`config.mk`:
```
export PLATFORM = sky130hd
export DESIGN_NAME = ipa_cfg
export DESIGN_NICKNAME = d
export VERILOG_FILES = /design/src/sv/ipa_pkg.sv /design/src/sv/ipa_cfg.sv
export SDC_FILE = /design/constraint.sdc
export NUM_CORES = 1
export LEC_CHECK = 0
export BUFFER_PORTS_ARGS = -buffer_cell sky130_fd_sc_hd__buf_2
export CAP_MARGIN = 10
export CORE_UTILIZATION = 38
export DETAILED_ROUTE_END_ITERATION = 16
export PLACE_DENSITY = 0.91
export SETUP_SLACK_MARGIN = 0.05
export SLEW_MARGIN = 30
export SYNTH_ARGS = -nofsm -noshare
export SYNTH_HDL_FRONTEND = slang
export SYNTH_SLANG_ARGS = --single-unit
```
`constraint.sdc`:
```
create_clock -name i_clk -period 1.62 [get_ports i_clk]
set_clock_uncertainty 0.05 [all_clocks]
set_input_delay 0.243 -clock i_clk [delete_from_list [all_inputs] [get_ports i_clk]]
set_output_delay 0.243 -clock i_clk [all_outputs]
set_load 0.03 [all_outputs]
```
`src/sv/ipa_pkg.sv`:
```
// Package for the index pool allocator: pool geometry, register map,
// mode and status codes, payload and configuration structs.
// No dependencies.
package ipa_pkg;

    // Pool geometry
    localparam int POOL_CAPACITY = 1024;
    localparam int IDX_W         = $clog2(POOL_CAPACITY);
    localparam int CNT_W         = IDX_W + 1;

    // Configuration register map
    localparam int CFG_AW     = 3;
    localparam int CFG_DW     = 32;
    localparam int LOG2_W     = 4;
    localparam logic [LOG2_W-1:0] RESET_LOG2 = 4'd4;
    localparam logic [CNT_W-1:0]  RESET_SIZE_LIMIT = '0;
    localparam logic REG_INIT_LOG2  = 1'b0;
    localparam logic REG_SIZE_LIMIT = 1'b1;

    // Request modes
    localparam logic [1:0] MODE_ALLOC    = 2'd0;
    localparam logic [1:0] MODE_FREE     = 2'd1;
    localparam logic [1:0] MODE_VALIDATE = 2'd2;

    // Result status codes
    localparam logic [1:0] ST_OK        = 2'd0;
    localparam logic [1:0] ST_EXHAUSTED = 2'd1;
    localparam logic [1:0] ST_REJECTED  = 2'd2;

    typedef struct packed {
        logic [1:0]       mode;
        logic [IDX_W-1:0] index;
    } t_in;

    typedef struct packed {
        logic [1:0]       status;
        logic [IDX_W-1:0] slot;
        logic             is_allocated;
        logic             grew;
        logic [CNT_W-1:0] current_size;
    } t_out;

    typedef struct packed {
        logic              reinit;
        logic [LOG2_W-1:0] init_log2;
        logic [CNT_W-1:0]  size_limit;
    } t_cfg;

endpackage

```
`src/sv/ipa_cfg.sv`:
```
// APB-style configuration registers of the index pool allocator.
// Depends on ipa_pkg.
module ipa_cfg (
    input  logic                       i_clk,
    input  logic                       i_rst_n,
    input  logic                       psel,
    input  logic                       penable,
    input  logic                       pwrite,
    input  logic [ipa_pkg::CFG_AW-1:0] paddr,
    input  logic [ipa_pkg::CFG_DW-1:0] pwdata,
    output logic [ipa_pkg::CFG_DW-1:0] prdata,
    output logic                       pready,
    output ipa_pkg::t_cfg              o_cfg
);

    logic [ipa_pkg::LOG2_W-1:0] r_init_log2;
    logic [ipa_pkg::CNT_W-1:0]  r_size_limit;
    logic                       r_reinit;
    logic                       wr_en;

    assign pready = 1'b1;
    assign wr_en  = psel && penable && pwrite;

    // Write registers; flag a pool restart after a write of the initial size
    always_ff @(posedge i_clk) begin
        if (!i_rst_n) begin
            r_init_log2  <= ipa_pkg::RESET_LOG2;
            r_size_limit <= ipa_pkg::RESET_SIZE_LIMIT;
            r_reinit     <= 1'b0;
        end else begin
            r_reinit <= wr_en && (paddr[2] == ipa_pkg::REG_INIT_LOG2);
            if (wr_en) begin
                case (paddr[2])
                    ipa_pkg::REG_INIT_LOG2: r_init_log2 <= pwdata[ipa_pkg::LOG2_W-1:0];
                    default:                r_size_limit <= pwdata[ipa_pkg::CNT_W-1:0];
                endcase
            end
        end
    end

    // Return register contents on read
    always_comb begin
        case (paddr[2])
            ipa_pkg::REG_INIT_LOG2: prdata = ipa_pkg::CFG_DW'(r_init_log2);
            default:                prdata = ipa_pkg::CFG_DW'(r_size_limit);
        endcase
    end

    assign o_cfg.reinit     = r_reinit;
    assign o_cfg.init_log2  = r_init_log2;
    assign o_cfg.size_limit = r_size_limit;

endmodule

```
=== Word level (Yosys, flattened, before mapping) ===
Index checks and enable logic that the tools add are counted.

* Bits in registers: 16
* Bits of input ports: 40
* Output and inout bits: 49
* Word-level logic and storage cells: 10

* Muxes and demuxes: 1
* Bitwise logic cells: 1
* Reduce and logical (&&, ||, !) cells: 5

{| class="wikitable"
|+ Operators with widths
! operator !! count
|-
| 11-bit 2-to-1 mux || 1
|-
| 2-bit AND reduction || 2
|-
| 1-bit logical AND || 3
|-
| 1-bit NOT || 1
|}

=== Longest topological paths before layout ===
Gate-level depths: netlist (run 1).

* Depth in word-level cells: 3
* Mapped depth: 4
* Mapped depth without buffers: 2

=== Worst setup path after synthesis (run 1) ===
OpenSTA, ideal clock, no wires.

* Path kind: reg-to-output
* Start point: register r_size_limit[10] (netlist name)
* End point: output prdata[10] (netlist name)
* Arrival: 0.845 ns
* Data required time: 1.327 ns
* Path slack: 0.482 ns
* Stages on the path, launching flop included: 2
* Path buffers: 0
* Cells stage by stage: dfxtp_1 > and2_1

* Word-level cells in the longest chain between the ends: 1

{| class="wikitable"
|+ RTL lines
! what !! line !! RTL
|-
| start: declaration || ipa_cfg.sv:17 || <nowiki>logic [ipa_pkg::CNT_W-1:0] r_size_limit;</nowiki>
|-
| start signal: assignment || ipa_cfg.sv:28 || <nowiki>r_size_limit <= ipa_pkg::RESET_SIZE_LIMIT;</nowiki>
|-
| start signal: assignment || ipa_cfg.sv:35 || <nowiki>default: r_size_limit <= pwdata[ipa_pkg::CNT_W-1:0];</nowiki>
|-
| 11-bit 2-to-1 mux || ipa_cfg.sv:43 || <nowiki>case (paddr[2])</nowiki>
|-
| end: declaration || ipa_cfg.sv:11 || <nowiki>output logic [ipa_pkg::CFG_DW-1:0] prdata,</nowiki>
|}

Every way passes these cells.

=== Worst setup path after layout (run 1) ===
* Start point: register r_size_limit[2] (netlist name)
* End point: output prdata[2] (netlist name)

Same word-level chain as after synthesis.

==> results.json, run 1 <==
{
  "outcome": "completed",
  "yosysTopAreaCell": "dfxtp_1",
  "syn-cell-area_um2": 917,
  "synthCells": 103,
  "h-tree-depth": 1,
  "cts-hold-fix-buffers": 0,
  "synth_cell_types": 13,
  "finalCoreUtilization_pct": 48.0,
  "drc": 0,
  "postCtsSetupBuffers": 0,
  "grt_max_degree": 29,
  "period_share_pct": 83.0,
  "worstReg2RegEnd": "r_size_limit[1]",
  "synth-warning-count": 0,
  "finalInstanceArea_um2": 1070,
  "endpoint": "prdata[2]",
  "grt.overflow.total": 0,
  "r2r_slack_ns": 0.94,
  "worstSetupPathType": "reg2out",
  "cts_root_buf": "clkbuf_4",
  "crit_required_ns": 1.33,
  "grtUsageTotal_pct": 12.8,
  "cts_tree": "built",
  "die_w_um": 51.1,
  "final-hold-violation-count": 0,
  "antenna_left": 0,
  "crit_path_end_kind": "primary output",
  "finalSetupViolCount": 0,
  "dpl-instance-area_um2": 1030,
  "holdWs_ns": 0.153,
  "r2r-start": "r_size_limit[1]",
  "io_pins": 89,
  "port-buffer-count": 43,
  "dp_hpwl_mm": 1.15,
  "numCtsBuffers": 3,
  "design.core.area_um2": 2230,
  "synth.top_cell.area_share_pct": 34.9,
  "hp-class": "in2reg",
  "ir_worst_vdd_mv": 0.505,
  "worstPathArrival_ns": 1.05,
  "dieArea_um2": 2610,
  "total_power_w": 0.000837,
  "cts_buffer_depth": 2,
  "wire_per_inst_um": 9.23,
  "setup-tns-final_ns": 0,
  "cts.clk_slew.worst_paths_ns": 0.09,
  "fmax_ghz": 0.744,
  "slew_violations": 0,
  "viasPerCell": 4.18,
  "maxCapViolations": 0,
  "grt_setup_unrepaired": "false",
  "grt_pass1_wl_mm": 2.39,
  "first_iter_violations": 9,
  "drt-pass1-iter-count": 4,
  "place_congestion": 0.660,
  "seq_area_frac_synth_pct": 34.9,
  "critPathLaunchType": "flip-flop",
  "antenna_found_initial": 0,
  "rr_worst_depth": 2,
  "vias": 711,
  "layout.nets": 183,
  "synth.top_cells.by_area": "dfxtp_1 35%, buf_4 19%, mux2i_1 16%, nand2_1 10%, and2_1 5.5%",
  "powerDensity_nw_per_um2": 782,
  "initial_utilization_pct": 41.1,
  "drive_gt1_share_pct": 36.6,
  "die_h_um": 51.1,
  "rows": 17,
  "leakage_nw": 0.579,
  "n_antenna_cell": 0,
  "clkLatencyLatePin_ns": 0.28,
  "fin_crit_ns": 1.34,
  "areaGrowthSynthToFinish_pct": 16.8,
  "drt_wl_total_mm": 1.57,
  "clock_sinks": 16,
  "syn_avg_cell_area_um2": 8.90,
  "ys_ff_latch": 16,
  "crit_path_start": "r_size_limit[2]",
  "post_cts_resized": 0,
  "cp_max_fo": 3,
  "grt_pass1_vias": 572
}
## routing by layer
layer	share of wire [%]	global-route usage, %
met1	44	13.8
met2	48	21.7
met3	7.6	6.25
met4	0.70	4.17
met5	0	0
## Yosys cell counts, drive strengths merged
master  count
nand2      25
conb        2
and4b       1
nand4b      1
nor2b       2
dfxtp      16
and2        8
mux2i      15
and4        1
buf        28
mux2        4
## sequential cells by signal, summed over array words and instances, names as in the netlist
signal,count
r_init_log2,4
r_reinit,1
r_size_limit,11
## cells in the final DEF (no fill, tap or decap)
| cell type | synthesis | final |
|---|---|---|
| nand2_1 | 25 | 25 |
| mux2_2 | 4 | 4 |
| nor2b_1 | 2 | 2 |
| clkbuf_8 | 0 | 1 |
| nand4b_1 | 1 | 1 |
| mux2i_1 | 15 | 15 |
| buf_2 | 4 | 43 |
| conb_1 | 2 | 22 |
| clkbuf_4 | 0 | 3 |
| and2_1 | 8 | 8 |
| and4_4 | 1 | 1 |
| and4b_1 | 1 | 1 |
| dfxtp_1 | 16 | 16 |
## kinds of logic after synthesis
family | Yosys count | synth area share, %
AND/OR/NAND/NOR | 38 | 20.3
multiplexers | 19 | 21.3
flip-flops | 16 | 34.9
other | 2 | 0.819
buffers and inverters | 28 | 22.6
## stage by stage
step / cells / worst slack, ns
global placement: 166 / 0.292
finish: 170 / 0.276
CTS: 170 / 0.254
detailed placement: 166 / 0.289
floorplan: 123 / 0.482
global route: 170 / 0.212
## power breakdown
group          switching [W]  internal, W
Clock               0.000119     0.000137
Combinational       0.000134    0.0000413
Sequential        0.00000529     0.000402
Total               0.000258     0.000580
## cell type report
cell class,instances,area (um2)
sequential,16,320
timing repair buffer,43,215
fill,242,1160
tap,28,35.0
clock buffer,4,36.3
multi-input combinational,79,464
## worst max-delay path: stages, from the launching register on
cell and delay [ns]:
dfxtp_1 0.33, mux2_2 0.26, buf_2 0.17
## how the worst min path moves through the flow
stage | start | end | slack [ns] | cells after the start
2_1_floorplan | pwdata[10] | r_size_limit[10] | 0.34 | 2
3_3_place_gp | r_size_limit[4] | r_size_limit[4] | 0.40 | 2
3_5_place_dp | r_size_limit[4] | r_size_limit[4] | 0.41 | 2
4_1_cts | pwdata[7] | r_size_limit[7] | 0.14 | 3
5_1_grt | pwdata[6] | r_size_limit[6] | 0.13 | 3
6_report | pwdata[7] | r_size_limit[7] | 0.15 | 3
(Power assumes the default switching activity.)
==> inputs of run 2 (changes only) <==
Settings changed: ABC_AREA from default to 1, CORE_UTILIZATION 38 to 33, PLACE_DENSITY 0.91 to 0.82.
Clock period 1.62 ns to 1.1 ns, I/O delays scaled along.
==> run 2 against run 1 <==
Net effect:
- the run now ends with negative setup slack left
- flip-flop and latch count stayed put
- critical path depth is 1 higher
- final area grew 25%
- count of clock-buffer cells in the layout unchanged
- final cell count rose by 34%
- via count up 33%
- core utilization hardly changed
==> results.json, run 2 <==
{
  "synthCells": 154,
  "grt_max_degree": 17,
  "critPathLaunchType": "flip-flop",
  "synth.top_cells.by_area": "dfxtp_1 33%, buf_4 19%, nand2_1 14%, nor2_1 11%, nand3_1 8.2%",
  "async_flop_share_pct": 0,
  "dp.cells": 221,
  "outcome": "complete, but fails checks",
  "yosysMostFrequentCell": "nand2_1",
  "cp_max_fo": 3,
  "switching_share_pct": 34.0,
  "grt.overflow.total": 0,
  "drt-pass1-iter-count": 4,
  "crit_required_ns": 0.88,
  "drive_gt1_share_pct": 42.9,
  "syn-cell-area_um2": 982,
  "maxCapViolations": 0,
  "ys_ff_latch": 16,
  "grt_setup_unrepaired": "true",
  "regMostFlops": "r_size_limit",
  "holdWs_ns": 0.0536,
  "pwr-share-clk_pct": 28.1,
  "powerDensity_nw_per_um2": 1040,
  "crit_path_end_kind": "primary output",
  "synthFlopType": "dfxtp_1",
  "worstSetupPathType": "reg2out",
  "port-buffer-count": 43,
  "n_antenna_cell": 0,
  "cts_buffer_depth": 2,
  "finalSetupViolCount": 4,
  "grtUsageTotal_pct": 13.2,
  "h-tree-depth": 1,
  "synth_cell_types": 13,
  "nFillCells": 303,
  "grt_pass1_wl_mm": 3.29,
  "ir_worst_vdd_mv": 0.796,
  "fin_crit_ns": 1.12,
  "numCtsBuffers": 3,
  "layout_common_cells": "30 x nor2_1, 26 x nand2_1, 22 x conb_1, 17 x inv_1, 17 x buf_2",
  "place_congestion": 0.763,
  "top_regs": "r_size_limit: 11 flops, r_init_log2: 4 flops, r_reinit: 1 flops",
  "initial_utilization_pct": 35.3,
  "syn_avg_cell_area_um2": 6.38,
  "die_h_um": 56.6,
  "rows": 19,
  "hp-class": "in2reg",
  "final_common_cell": "nor2_1",
  "cts.clk_slew.worst_paths_ns": 0.10,
  "clkLatencyLatePin_ns": 0.28,
  "io_pins": 89,
  "antenna_found_initial": 0,
  "first_iter_violations": 13,
  "die_w_um": 56.6,
  "seq_area_frac_synth_pct": 32.6,
  "fmax_ghz": 0.896,
  "clock_sinks": 16,
  "worstPathArrival_ns": 0.90,
  "synth_edf_count": 0,
  "largest_reg_flops": 11,
  "slew_violations": 0,
  "cts-hold-fix-buffers": 0,
  "total_power_w": 0.00139,
  "period_share_pct": 102,
  "layout_setup_ws_ns": -0.0165,
  "cts_root_buf": "clkbuf_4",
  "synth_common_cells": "37 x nand2_1, 30 x nor2_1, 25 x buf_4",
  "viasPerCell": 4.17,
  "drc": 0,
  "leakage_nw": 0.766,
  "areaGrowthSynthToFinish_pct": 35.8,
  "vias": 947,
  "synth-warning-count": 0,
  "p_sw_w": 0.000472,
  "grt_pass1_vias": 742,
  "cts_tree": "built",
  "wire_per_inst_um": 9.36,
  "failed_checks": "negative setup slack",
  "design.core.area_um2": 2780,
  "antenna_left": 0,
  "power_frac_seq_pct": 44.5,
  "drt_wl_total_mm": 2.13,
  "yosysTopAreaCell": "dfxtp_1",
  "layout.nets": 237,
  "comb_power_share_pct": 27.4,
  "p_int_w": 0.000917,
  "stdcell_count": 227,
  "dieArea_um2": 3200,
  "final-hold-violation-count": 0,
  "synth.top_cell.area_share_pct": 32.6,
  "dp_hpwl_mm": 1.46
}
-- run 2: cell types whose count changed after synthesis, sizes merged, moves of 2 or more --
cell	delta
nor2b	-2
nand3	+16
mux2i	-15
nand2	+12
nor2	+32
and2	-8
mux2	-4
inv	+21
-- run 2: timing repair --
item | in CTS | in global routing
buffers inserted | 0 | 2
pin swaps | 1 | 4
endpoints found under the setup margin | 26 | 23
gates resized for setup | 42 | 36
-- run 2: worst max-delay path, stage by stage, from the launching register on --
cell	delay, ns
dfxtp_2	0.37
nand2_2	0.06
nand2_2	0.07
buf_6	0.12
-- run 2: path summary, 6_finish.rpt --
path	slack (ns)	to	cells after the start	from
max	-0.02	prdata[2]	3	r_init_log2[2]
min	0.05	r_init_log2[2]	3	pwdata[2]
max reg2reg	0.35	r_size_limit[7]	3	r_size_limit[7]
min reg2reg	0.45	r_size_limit[1]	2	r_size_limit[1]
-- run 2: metal layers --
layer	vias up	track usage, %	share of wire (%)	wire length, um
li1	489	-	-	-
met1	426	15.1	43	905
met2	30	23.9	52	1100
met3	2	4.38	5.3	113
met4	0	2.09	0.52	11
met5	-	0	0	0
-- run 2: per-stage QoR --
| step | setup WS (ns) | utilization (%) | TNS (ns) | instance area (um2) |
|---|---|---|---|---|
| after floorplan | 0.0739 | - | 0 | 1060 |
| after global placement | 0.0420 | 40.1 | 0 | 1110 |
| after detailed placement | 0.0248 | 40.1 | 0 | 1110 |
| after CTS | -0.0281 | 45.0 | -0.0830 | 1250 |
| after global routing | -0.0676 | 48.0 | -0.477 | 1330 |
| final | -0.0165 | 48.0 | -0.0306 | 1330 |
-- run 2: layout make-up --
type | count | area (um2) | share of cell area [%]
Tap cell | 31 | 38.8 | 2.91
Multi-Input combinational cell | 107 | 464 | 34.8
Inverter | 21 | 81.3 | 6.10
Clock buffer | 4 | 36.3 | 2.72
Sequential cell | 16 | 339 | 25.4
Timing Repair Buffer | 48 | 374 | 28.0
-- run 2: power groups by stage --
stage / registers (W) / clock network (W) / logic [W]
4_1_cts: 0.000615 / 0.000411 / 0.000361
3_5_place_dp: 0.000625 / 0 / 0.000339
6_report: 0.000618 / 0.000391 / 0.000380
2_1_floorplan: 0.000662 / 0 / 0.000287
3_3_place_gp: 0.000624 / 0 / 0.000337
5_1_grt: 0.000622 / 0.000434 / 0.000409
-- run 2: cells by family after synthesis --
logic type | after synthesis | share of synthesized area, %
other | 2 | 0.765
and+or+nand+nor | 85 | 36.1
buffers and inverters | 51 | 30.6
DFF | 16 | 32.6
